**src/rtl/tvs_pkg.sv**
```systemverilog
`default_nettype none
package tvs_pkg;

    // command codes carried in tuser
    typedef enum logic [2:0] {
        CMD_TICK    = 3'd0,
        CMD_ADVANCE = 3'd1,
        CMD_RESET   = 3'd2,
        CMD_RAND    = 3'd3,
        CMD_RESEED  = 3'd4
    } cmd_t;

    // oscillator clock divider
    localparam logic [10:0] OSC_DIV   = 11'd597;
    // floor(2^30 / 597): quotient estimate is exact or one low for 20-bit dividends
    localparam logic [20:0] RECIP_M   = 21'd1798562;

    // random register
    localparam logic [31:0] RAND_SEED = 32'h2B43_5044;
    localparam logic [31:0] RAND_TAP  = 32'h10AD_AB1E;

    // voice note codes
    localparam logic [7:0]  NOTE_COUNT   = 8'd63;
    localparam logic [7:0]  NOTE_KEEP    = 8'd0;
    localparam logic [7:0]  NOTE_RESTART = 8'd1;

    localparam logic [28:0] NOTE_TABLE [63] = '{
        29'd0, 29'd0, 29'd0,
        29'd11811160, 29'd12513387, 29'd13257490, 29'd14045832, 29'd14881203,
        29'd15765966, 29'd16703557, 29'd17696768, 29'd18749035, 29'd19864009,
        29'd21045125, 29'd22296464, 29'd23622320, 29'd25026989, 29'd26515195,
        29'd28091878, 29'd29762191, 29'd31531932, 29'd33406900, 29'd35393537,
        29'd37498071, 29'd39727803, 29'd42090250, 29'd44592927, 29'd47244640,
        29'd50053978, 29'd53030391, 29'd56183756, 29'd59524596, 29'd63064079,
        29'd66814014, 29'd70787074, 29'd74996142, 29'd79455606, 29'd84180285,
        29'd89186069, 29'd94489281, 29'd100107957, 29'd106060567, 29'd112367297,
        29'd119048977, 29'd126128157, 29'd133628029, 29'd141573933, 29'd149992288,
        29'd158911428, 29'd168360785, 29'd178371925, 29'd188978561, 29'd200215913,
        29'd212121348, 29'd224734593, 29'd238098169, 29'd252256099, 29'd267256058,
        29'd283147866, 29'd299984783, 29'd317822855, 29'd336721571, 29'd356744064
    };

    // note byte to phase increment, out-of-range notes are silent
    function automatic logic [28:0] note_freq(input logic [7:0] note);
        logic [28:0] f;
        f = '0;
        if (note < NOTE_COUNT) begin
            f = NOTE_TABLE[note[5:0]];
        end
        return f;
    endfunction

    // per-lane control, one set per voice
    typedef struct packed {
        logic        load;    // item moves into the product stage
        logic        adv;     // that item is an advance
        logic        clr_a;   // that item is a tune reset
        logic [7:0]  note;    // note byte for this voice
        logic [10:0] clocks;  // oscillator clocks to run (zero unless tick)
        logic        step;    // item moves into the accumulator stage
        logic        clr_b;   // that item is a tune reset
    } lane_ctl_t;

endpackage
`default_nettype wire

```
**src/rtl/tvs_div.sv**
```systemverilog
`default_nettype none
// Two-stage divide of 10*elapsed by 597: reciprocal multiply, then
// one correction step.
module tvs_div
    import tvs_pkg::*;
(
    input  wire logic        aclk,
    input  wire logic        en_a,
    input  wire logic        en_b,
    input  wire logic [15:0] elapsed,
    output logic      [10:0] quot_reg,
    output logic      [9:0]  rem_reg
);

    logic [19:0] prod10;
    logic [40:0] recip_prod;
    logic [19:0] p_a_reg;
    logic [10:0] qe_a_reg;
    logic [19:0] back_mul;
    logic [10:0] diff;

    // 10*e as shift-add, then quotient estimate
    assign prod10     = (20'(elapsed) << 3) + (20'(elapsed) << 1);
    assign recip_prod = 41'(prod10) * 41'(RECIP_M);

    always_ff @(posedge aclk) begin
        if (en_a) begin
            p_a_reg  <= prod10;
            qe_a_reg <= recip_prod[40:30];
        end
    end

    // remainder of the estimate is below 2*597, one fix-up
    assign back_mul = 20'(qe_a_reg) * 20'(OSC_DIV);
    assign diff     = 11'(p_a_reg - back_mul);

    always_ff @(posedge aclk) begin
        if (en_b) begin
            if (diff >= OSC_DIV) begin
                quot_reg <= qe_a_reg + 11'd1;
                rem_reg  <= 10'(diff - OSC_DIV);
            end else begin
                quot_reg <= qe_a_reg;
                rem_reg  <= diff[9:0];
            end
        end
    end

endmodule
`default_nettype wire

```
**src/rtl/tvs_lane.sv**
```systemverilog
`default_nettype none
// One voice: frequency register, product stage and phase accumulator.
module tvs_lane
    import tvs_pkg::*;
#(
    parameter int unsigned LANE_IDX = 0
)
(
    input  wire logic      aclk,
    input  wire logic      aresetn,
    input  wire lane_ctl_t ctl,
    output logic           top_bit
);

    logic [28:0] freq_reg;
    logic [28:0] freq_next;
    logic [39:0] full_prod;
    logic [31:0] prod_reg;
    logic [31:0] acc_reg;

    // note rule: voice 2 ignores the restart code, others keep on note 0
    always_comb begin
        freq_next = freq_reg;
        if (ctl.clr_a) begin
            freq_next = '0;
        end else if (ctl.adv) begin
            if (LANE_IDX == 2) begin
                if (ctl.note != NOTE_RESTART) begin
                    freq_next = note_freq(ctl.note);
                end
            end else if (ctl.note != NOTE_KEEP) begin
                freq_next = note_freq(ctl.note);
            end
        end
    end

    assign full_prod = 40'(freq_reg) * 40'(ctl.clocks);

    // product stage, uses frequency left by earlier items
    always_ff @(posedge aclk) begin
        if (!aresetn) begin
            freq_reg <= '0;
        end else if (ctl.load) begin
            freq_reg <= freq_next;
        end
    end

    always_ff @(posedge aclk) begin
        if (ctl.load) begin
            prod_reg <= full_prod[31:0];
        end
    end

    // accumulator stage
    always_ff @(posedge aclk) begin
        if (!aresetn) begin
            acc_reg <= '0;
        end else if (ctl.step) begin
            if (ctl.clr_b) begin
                acc_reg <= '0;
            end else begin
                acc_reg <= acc_reg + prod_reg;
            end
        end
    end

    assign top_bit = acc_reg[31];

endmodule
`default_nettype wire

```
**src/rtl/tvs_merge.sv**
```systemverilog
`default_nettype none
// Combine the voices: four times the count of set accumulator top bits.
module tvs_merge
    import tvs_pkg::*;
#(
    parameter int unsigned NUM_VOICES = 3
)
(
    input  wire logic [NUM_VOICES-1:0] tops,
    output logic      [3:0]            level
);

    logic [1:0] cnt;

    always_comb begin
        cnt = '0;
        for (int i = 0; i < NUM_VOICES; i++) begin
            cnt = cnt + 2'(tops[i]);
        end
        level = {cnt, 2'b00};
    end

endmodule
`default_nettype wire

```
**src/rtl/three_voice_tune_synth_with_lfsr.sv**
```systemverilog
`default_nettype none
// Three-voice tune synthesizer with a 32-bit random register. One result
// item per input item, one item per cycle sustained unless m_tready stalls
// the output. Stages: reciprocal multiply, divide correction,
// remainder/tune/random update, per-voice product (29x11 multiplier per
// lane), per-voice accumulate, whose registers also feed the output.
// Each stage moves on when the stage after it is free, so bubbles close
// up and new items are taken while a result waits.
// Input: s_tuser = cmd, s_tdata = elapsed_cycles, note_voice0..2.
// Output: m_tdata = level, tune_position, random_byte.
module three_voice_tune_synth_with_lfsr
    import tvs_pkg::*;
#(
    parameter int unsigned NUM_VOICES = 3
)
(
    input  wire logic        aclk,
    input  wire logic        aresetn,
    input  wire logic        s_tvalid,
    output logic             s_tready,
    // [15:0] elapsed_cycles, [23:16] note_voice0, [31:24] note_voice1,
    // [39:32] note_voice2
    input  wire logic [39:0] s_tdata,
    // [2:0] cmd
    input  wire logic [2:0]  s_tuser,
    output logic             m_tvalid,
    input  wire logic        m_tready,
    // [3:0] level, [19:4] tune_position, [27:20] random_byte, [31:28] zero
    output logic      [31:0] m_tdata
);

    // stage valids and flow control
    logic v1_reg, v2_reg, v3_reg, v4_reg, v5_reg;
    logic free1, free2, free3, free4, free5;
    logic mv1, mv2, mv3, mv4, mv5;

    assign free5 = !v5_reg || m_tready;
    assign free4 = !v4_reg || free5;
    assign free3 = !v3_reg || free4;
    assign free2 = !v2_reg || free3;
    assign free1 = !v1_reg || free2;

    assign s_tready = free1;
    assign mv1 = s_tvalid && free1;
    assign mv2 = v1_reg && free2;
    assign mv3 = v2_reg && free3;
    assign mv4 = v3_reg && free4;
    assign mv5 = v4_reg && free5;

    always_ff @(posedge aclk) begin
        if (!aresetn) begin
            v1_reg <= 1'b0;
            v2_reg <= 1'b0;
            v3_reg <= 1'b0;
            v4_reg <= 1'b0;
            v5_reg <= 1'b0;
        end else begin
            if (free1) v1_reg <= s_tvalid;
            if (free2) v2_reg <= v1_reg;
            if (free3) v3_reg <= v2_reg;
            if (free4) v4_reg <= v3_reg;
            if (free5) v5_reg <= v4_reg;
        end
    end

    // item payload carried down the pipe
    cmd_t       cmd1_reg, cmd2_reg, cmd3_reg;
    logic [23:0] notes1_reg, notes2_reg, notes3_reg;

    always_ff @(posedge aclk) begin
        if (mv1) begin
            cmd1_reg   <= cmd_t'(s_tuser);
            notes1_reg <= s_tdata[39:16];
        end
        if (mv2) begin
            cmd2_reg   <= cmd1_reg;
            notes2_reg <= notes1_reg;
        end
    end

    // divide by 597 over stages 1 and 2
    logic [10:0] quot;
    logic [9:0]  div_rem;

    tvs_div u_div (
        .aclk     (aclk),
        .en_a     (mv1),
        .en_b     (mv2),
        .elapsed  (s_tdata[15:0]),
        .quot_reg (quot),
        .rem_reg  (div_rem)
    );

    // stage 3: remainder loop, tune position, random register
    logic [9:0]  rem_reg, rem_next;
    logic [15:0] tune_reg, tune_next;
    logic [31:0] rand_reg, rand_next;
    logic [10:0] clocks_next;
    logic [10:0] rem_sum;
    logic [10:0] clocks3_reg;
    logic [15:0] tune3_reg, tune4_reg, tune5_reg;
    logic [7:0]  rnd3_reg, rnd4_reg, rnd5_reg;
    logic        clr4_reg;

    assign rem_sum = 11'(rem_reg) + 11'(div_rem);

    always_comb begin
        rem_next    = rem_reg;
        tune_next   = tune_reg;
        rand_next   = rand_reg;
        clocks_next = '0;
        unique case (cmd2_reg)
            CMD_TICK: begin
                if (rem_sum >= OSC_DIV) begin
                    rem_next    = 10'(rem_sum - OSC_DIV);
                    clocks_next = quot + 11'd1;
                end else begin
                    rem_next    = rem_sum[9:0];
                    clocks_next = quot;
                end
            end
            CMD_ADVANCE: begin
                if (notes2_reg[23:16] == NOTE_RESTART) begin
                    tune_next = '0;
                end else begin
                    tune_next = tune_reg + 16'd1;
                end
            end
            CMD_RESET: begin
                tune_next = '0;
            end
            CMD_RAND: begin
                rand_next = {rand_reg[10:0], rand_reg[31:11]}
                          ^ (rand_reg[10] ? RAND_TAP : 32'd0);
            end
            CMD_RESEED: begin
                rand_next = RAND_SEED;
            end
            default: begin
                rand_next = rand_reg;
            end
        endcase
    end

    always_ff @(posedge aclk) begin
        if (!aresetn) begin
            rem_reg  <= '0;
            tune_reg <= '0;
            rand_reg <= RAND_SEED;
        end else if (mv3) begin
            rem_reg  <= rem_next;
            tune_reg <= tune_next;
            rand_reg <= rand_next;
        end
    end

    always_ff @(posedge aclk) begin
        if (mv3) begin
            cmd3_reg    <= cmd2_reg;
            notes3_reg  <= notes2_reg;
            clocks3_reg <= clocks_next;
            tune3_reg   <= tune_next;
            rnd3_reg    <= rand_next[7:0];
        end
        if (mv4) begin
            tune4_reg <= tune3_reg;
            rnd4_reg  <= rnd3_reg;
            clr4_reg  <= (cmd3_reg == CMD_RESET);
        end
        if (mv5) begin
            tune5_reg <= tune4_reg;
            rnd5_reg  <= rnd4_reg;
        end
    end

    // stages 4 and 5: voice lanes
    logic [NUM_VOICES-1:0] tops;

    for (genvar i = 0; i < NUM_VOICES; i++) begin : g_lane
        lane_ctl_t ctl;

        assign ctl.load   = mv4;
        assign ctl.adv    = (cmd3_reg == CMD_ADVANCE);
        assign ctl.clr_a  = (cmd3_reg == CMD_RESET);
        assign ctl.note   = notes3_reg[8*i +: 8];
        assign ctl.clocks = clocks3_reg;
        assign ctl.step   = mv5;
        assign ctl.clr_b  = clr4_reg;

        tvs_lane #(
            .LANE_IDX (i)
        ) u_lane (
            .aclk    (aclk),
            .aresetn (aresetn),
            .ctl     (ctl),
            .top_bit (tops[i])
        );
    end

    // merge lanes into the output level
    logic [3:0] level;

    tvs_merge #(
        .NUM_VOICES (NUM_VOICES)
    ) u_merge (
        .tops  (tops),
        .level (level)
    );

    assign m_tvalid = v5_reg;
    assign m_tdata  = {4'd0, rnd5_reg, tune5_reg, level};

    // remainder of the oscillator divider stays below the divisor
    a_rem_range: assert property (@(posedge aclk) disable iff (!aresetn)
        11'(rem_reg) < OSC_DIV)
        else $error("cycle remainder out of range");

    // a tune reset reaching the output shows silence and position zero
    a_reset_out: assert property (@(posedge aclk) disable iff (!aresetn)
        (mv5 && clr4_reg) |=> (level == 4'd0 && m_tdata[19:4] == 16'd0))
        else $error("tune reset not reflected at output");

    // only ticks run oscillator clocks
    a_clocks_tick: assert property (@(posedge aclk) disable iff (!aresetn)
        (v3_reg && cmd3_reg != CMD_TICK) |-> clocks3_reg == 11'd0)
        else $error("clocks on a non-tick item");

    // an accepted item always occupies the first stage
    a_accept_fill: assert property (@(posedge aclk) disable iff (!aresetn)
        (s_tvalid && s_tready) |=> v1_reg)
        else $error("accepted item lost at entry");

endmodule
`default_nettype wire

```
**config.mk**
```make
export PLATFORM = sky130hd
export DESIGN_NAME = three_voice_tune_synth_with_lfsr
export DESIGN_NICKNAME = d
export VERILOG_FILES = /design/src/rtl/tvs_pkg.sv /design/src/rtl/tvs_div.sv /design/src/rtl/tvs_lane.sv /design/src/rtl/tvs_merge.sv /design/src/rtl/three_voice_tune_synth_with_lfsr.sv
export SDC_FILE = /design/constraint.sdc
export NUM_CORES = 2
export LEC_CHECK = 0
export BUFFER_PORTS_ARGS = -buffer_cell sky130_fd_sc_hd__buf_2
export CAP_MARGIN = 20
export CORE_MARGIN = 3
export CORE_UTILIZATION = 55
export DETAILED_ROUTE_END_ITERATION = 7
export PLACE_DENSITY = 0.71
export SLEW_MARGIN = 20
export SYNTH_ARGS = -nofsm -noshare
export SYNTH_HDL_FRONTEND = slang
export SYNTH_SLANG_ARGS = --single-unit
```
**constraint.sdc**
```tcl
create_clock -name aclk -period 20.8 [get_ports aclk]
set_input_delay 2.08 -clock aclk [delete_from_list [all_inputs] [get_ports aclk]]
set_output_delay 2.08 -clock aclk [all_outputs]
set_load 0.02 [all_outputs]
```
# Yosys cells after proc, flatten, opt, wreduce, memory -nomap -nowiden
# Memories as Yosys holds them, arrays and structs flattened.
# Index checks and enable logic that the tools add are counted.
# word_totals
reg_bits	550
mem_bits_ro	5568
in_bits	47
output_inout_bits	34
elab_cells	134
memories	3
# op_classes
addsub	13
mul	5
order_cmp	8
n_eq_ne	8
mux	29
bitwise_logic	4
n_reduce_logical	28
# memory_table
name	words	word_bits	rd	rd_clocked_by_memory_dff	write_ports	line_no	text
(no name shown)	64	29	1	0	0	tvs_pkg.sv:48	f = NOTE_TABLE[note[5:0]];
(no name shown)	64	29	1	0	0	tvs_pkg.sv:48	
(no name shown)	64	29	1	0	0	tvs_pkg.sv:48	
# ops
op	count
29-bit 2-to-1 mux	19
32-bit adder	3
29-bit by 11-bit multiplier with 32-bit output	3
32-bit 2-to-1 mux	3
32-bit case mux with 2 select lines	1
20-bit by 20-bit multiplier with 40-bit output, second input constant	1
16-bit case mux with 2 select lines	1
32-bit by 29-bit XOR with 32-bit output	1
8-bit by 6-bit less-than comparator with 1-bit output, second input constant	3
11-bit by 1-bit adder with 11-bit output, second input constant	2
11-bit by 10-bit greater-or-equal comparator with 1-bit output, second input constant	2
11-bit 2-to-1 mux	2
7-bit greater-or-equal comparator, second input constant	3
6-bit NOT with 7-bit output	3
19-bit by 17-bit adder with 20-bit output	1
10-bit 2-to-1 mux	2
10-bit subtractor, second input constant	2
16-bit by 1-bit adder with 16-bit output, second input constant	1
16-bit 2-to-1 mux	1
8-bit nonzero test	2
10-bit by 10-bit adder with 11-bit output	1
11-bit by 10-bit multiplier with 11-bit output, second input constant	1
11-bit subtractor	1
2-bit nonzero test	5
13 further kinds	31

# Depth between registers and ports, before layout
# logic_depth
word_depth	8
depth_mapped	34
mapped_depth_nobuf	34

# By module
# Synthesis repeated with hierarchy kept, for this count alone.
# unflattened
cells_unflattened	7223
hier_area_um2	64722.1
# by_module_without_submodules
mod	n_inst	cells_per_inst	area_per_inst_um2	seq_area_each_um2
tvs_lane at g_lane[2].u_lane	1	1861	15210.8	2182.1
tvs_lane at g_lane[0].u_lane	1	1856	15209.6	2182.1
tvs_lane at g_lane[1].u_lane	1	1825	14913.1	2182.1
tvs_div	1	994	10196.0	1261.2
three_voice_tune_synth_with_lfsr	1	683	9153.8	6216.0
tvs_merge	1	4	38.8	0.0

# Worst setup path after synthesis
# OpenSTA, ideal clock, no wires.
# synth_path
path_kind	input port to flip-flop
startpoint	in s_tdata[0]
endpoint	reg u_div.qe_a_reg[10] (data pin)
setup_time_ns	0.260
arrival_time_ns	9.542
required_time_ns	20.540
setup_slack_ns	10.999
path_stages	33
path_buffers	0
path_cell_list	ha_1 -> inv_1 -> fa_1 -> nor2b_1 -> o21ai_0 -> a21boi_0 -> o21ai_0 -> a21boi_1 -> o21a_1 -> nor2_1 -> xnor2_1 -> inv_1 -> xnor2_1 -> ha_1 -> a21oi_1 -> fa_1 -> inv_1 -> fa_1 -> fa_1 -> fa_1 -> fa_1 -> ha_1 -> ha_1 -> a21o_1 -> a21o_1 -> a211o_1 -> o211ai_1 -> nand3_1 -> o2111ai_1 -> a31oi_1 -> a211oi_1 -> o21bai_1 -> xnor2_1
# synth_between
elab_chain_cells	2
# synth_lines
element	line_no	text
from (decl)	three_voice_tune_synth_with_lfsr.sv:23	input wire logic [39:0] s_tdata,
19-bit by 17-bit adder with 20-bit output	tvs_div.sv:23	assign prod10 = (20'(elapsed) << 3) + (20'(elapsed) << 1);
20-bit by 20-bit multiplier with 40-bit output	tvs_div.sv:24	assign recip_prod = 41'(prod10) * 41'(RECIP_M);
net u_div.recip_prod[40]	tvs_div.sv:16	logic [40:0] recip_prod;
to (signal assigned)	tvs_div.sv:29	qe_a_reg <= recip_prod[40:30];
to (decl)	tvs_div.sv:18	logic [10:0] qe_a_reg;
# The timed path passes the listed nets, and every way through them passes these cells.
# A chain may end at the register's enable or synchronous reset.

# Worst setup path in the final report
# Same ends and word-level chain as after synthesis.

==> impl_metrics.tcl <==
set metrics [dict create \
    fin_setup_tns_ns 0 \
    critical_path_class "input port to flop" \
    fin_crit_ns 10.53 \
    layout-drive-gt1-share_pct 4.96 \
    synthXorXnorAreaFrac_pct 4.18 \
    start_util_pct 55.5 \
    cp_max_fo 10 \
    first_pass_iters 6 \
    synth.cells.most_frequent "nand2_1, fa_1, inv_1, ha_1, nor2_1" \
    crit_arrival_ns 10.95 \
    clock-sinks 549 \
    grt_max_degree 93 \
    worst_setup_path_start_kind "input port" \
    cts_tree "yes" \
    maxSlewViolCount 0 \
    synth_fa_ha_area_share_pct 35.4 \
    muxShareOfSynthArea_pct 0.727 \
    final-setup-viol-count 0 \
    worst_slew_pin_slew_ns 1.10 \
    post_cts_buffers 0 \
    cts_resized 0 \
    insertion_delay_ns 0.68 \
    route.detailed.drc 0 \
    avgSynthCellArea_um2 9.07 \
    min_path_type "flop to flop" \
    area_delta_synth_final_pct 5.98 \
    synth_compound_area_share_pct 14.9 \
    cap_violations 0 \
    fillerInstances 9984 \
    die_width_um 346 \
    holdBufCountCts 0 \
    hold_viol_final 0 \
    yosysSeqAreaShare_pct 22.1 \
    grt_pass1_vias 51065 \
    synth_top_area_share_pct 25.3 \
    grt_pass1_wl_um 272000 \
    synth.area.top_cells "fa_1, edfxtp_1, ha_1, dfxtp_1, nand2_1" \
    grt_overflow 0 \
    drt-initial-drc-count 4659 \
    synth_top_cell_by_area "fa_1" \
    yosysWarnings 0 \
    dpl.hpwl_um 122000 \
    p_total_mw 9.74 \
    rsz0062_at_grt "no" \
    synth_seq_cells 549 \
    drt-wirelength-per-cell_um 19.9 \
    yosys.area_share.simple_pct 15.5 \
    die_h_um 346 \
    yosysMostFrequentCell "nand2_1" \
    dieArea_um2 120000 \
    period_share_pct 50.6 \
    skew_ns 0.0571 \
    core_um2 115000 \
    via_per_inst 6.00 \
    ctsHtreeMaxLevel 3 \
    clk_pin_slew_ns 0.07 \
    vias 50221 \
    numCtsBuffers 69 \
    syn_area_um2 63500 \
    dp_slack_ns 9.62 \
    critical_path.max_stage_delay_ns 0.77 \
    cp_slowest_cell "xnor2_1" \
    cp.required_ns 21.22 \
    final_antenna_net_count 0 \
    status "finished clean" \
    power_per_cell_area_nw_per_um2 145 \
    p_leak_nw 26.8 \
    max-vdd-ir-drop_mv 1.16 \
    root_buffer "clkbuf_16" \
    crit_top_cell "fa_1" \
    clockBufferDepth 3 \
    synth_top_family_by_area "adder cells" \
    gp_congestion 0.982 \
    synth_edf_count 303 \
    synth_ff_type "edfxtp_1" \
    fmax_mhz 95.0 \
    antenna_found_initial 2 \
    end_kind "flop" \
    synthCells 6997 \
    max_slew_margin_pct 26.8 \
    io_pins 81 \
    synthArstFlopShare_pct 0 \
    routed_wl_um 167000 \
    grt_usage_pct 28.0 \
    nets 8161 \
    synth_cell_types 99 \
    timing.final.ws_setup_ns 10.27 \
    row_count 124 \
    port_buffers 74 \
]
[logic make-up after synthesis]
| logic type | Yosys count |
|---|---|
| compound gates | 1455 |
| xor+xnor | 302 |
| fa+ha+maj | 1314 |
| buf+inv | 1209 |
| flops | 549 |
| mux | 33 |
| other cells | 1 |
| simple gates | 2134 |
[critical path: cells and delay by family]
| kind | cells | cell delay, ns |
|---|---|---|
| AO/OA/AOI/OAI | 14 | 2.64 |
| XOR/XNOR | 3 | 1.40 |
| adder cells (fa/ha/maj) | 10 | 3.93 |
| buffers and inverters | 4 | 0.57 |
| AND/OR/NAND/NOR | 3 | 0.33 |
[worst paths after layout]
check                                    start  depth (start not counted)                            end  slack [ns]
worst max-delay path                s_tdata[0]                         34             u_div.qe_a_reg[10]       10.27
worst min-delay path             tune4_reg[12]                          0                  tune5_reg[12]        0.40
worst min register to register   tune4_reg[12]                          0                  tune5_reg[12]        0.40
worst max register to register  clocks3_reg[3]                         23  g_lane[2].u_lane.prod_reg[27]       13.33
[layout by cell type, fill, tap and decap left out, types with 15 or more instances in the layout]
master     count
o211ai_1      73
nor2b_1       49
o311ai_0      20
nand2b_1      46
xnor2_1      190
o21bai_1      33
nand2_1      912
buf_2         74
a2111oi_0     26
o2111ai_1     16
o22ai_1       27
o221ai_1      21
dfxtp_1      246
and3_1        39
o31ai_1       29
edfxtp_1     303
o21a_1        36
buf_4         71
mux2i_1       18
nor3b_1       21
a21oi_1      377
or3_1         28
nand3b_1      15
inv_1        779
xor2_1       110
a22oi_1      110
nor2_1       435
nand4_1       16
nor3_1        77
fa_1         803
a211oi_1      45
o21ai_0      336
ha_1         511
and2_1       352
a21o_1        94
a31oi_1       47
clkbuf_16     69
nand3_1       86
[where the power goes]
group	internal [mW]	switching, mW
Clock	0.740	0.541
Sequential	1.50	0.0538
Combinational	2.94	3.97
Total	5.18	4.56
[stage by stage]
step	instance area (um^2)	util (%)	instances	hold slack [ns]
floorplan	63500	-	7002	0.400
global placement	64800	56.6	8240	0.400
detailed placement	64800	56.6	8241	0.405
CTS	67300	58.8	8369	0.405
global route	67300	58.8	8369	0.417
finish	67300	58.8	8372	0.403
[final cells by class]
class,count,area (um^2),area share [%]
Antenna cell,3,7.51,0.0112
Clock buffer,84,1840,2.74
Clock inverter,44,612,0.909
Inverter,790,2970,4.42
Multi-Input combinational cell,5244,45000,66.9
Sequential cell,549,14000,20.8
Tap cell,1512,1890,2.81
Timing Repair Buffer,146,918,1.36
[routing by layer]
metal | vias up | wire, um | GRT usage [%]
met4 | 0 | 5190 | 8.86
met2 | 2084 | 77400 | 45.1
met1 | 24730 | 71500 | 39.2
li1 | 23053 | - | -
met3 | 354 | 12600 | 3.97
met5 | - | 0 | 0
Power figures use the tool's default switching activity.
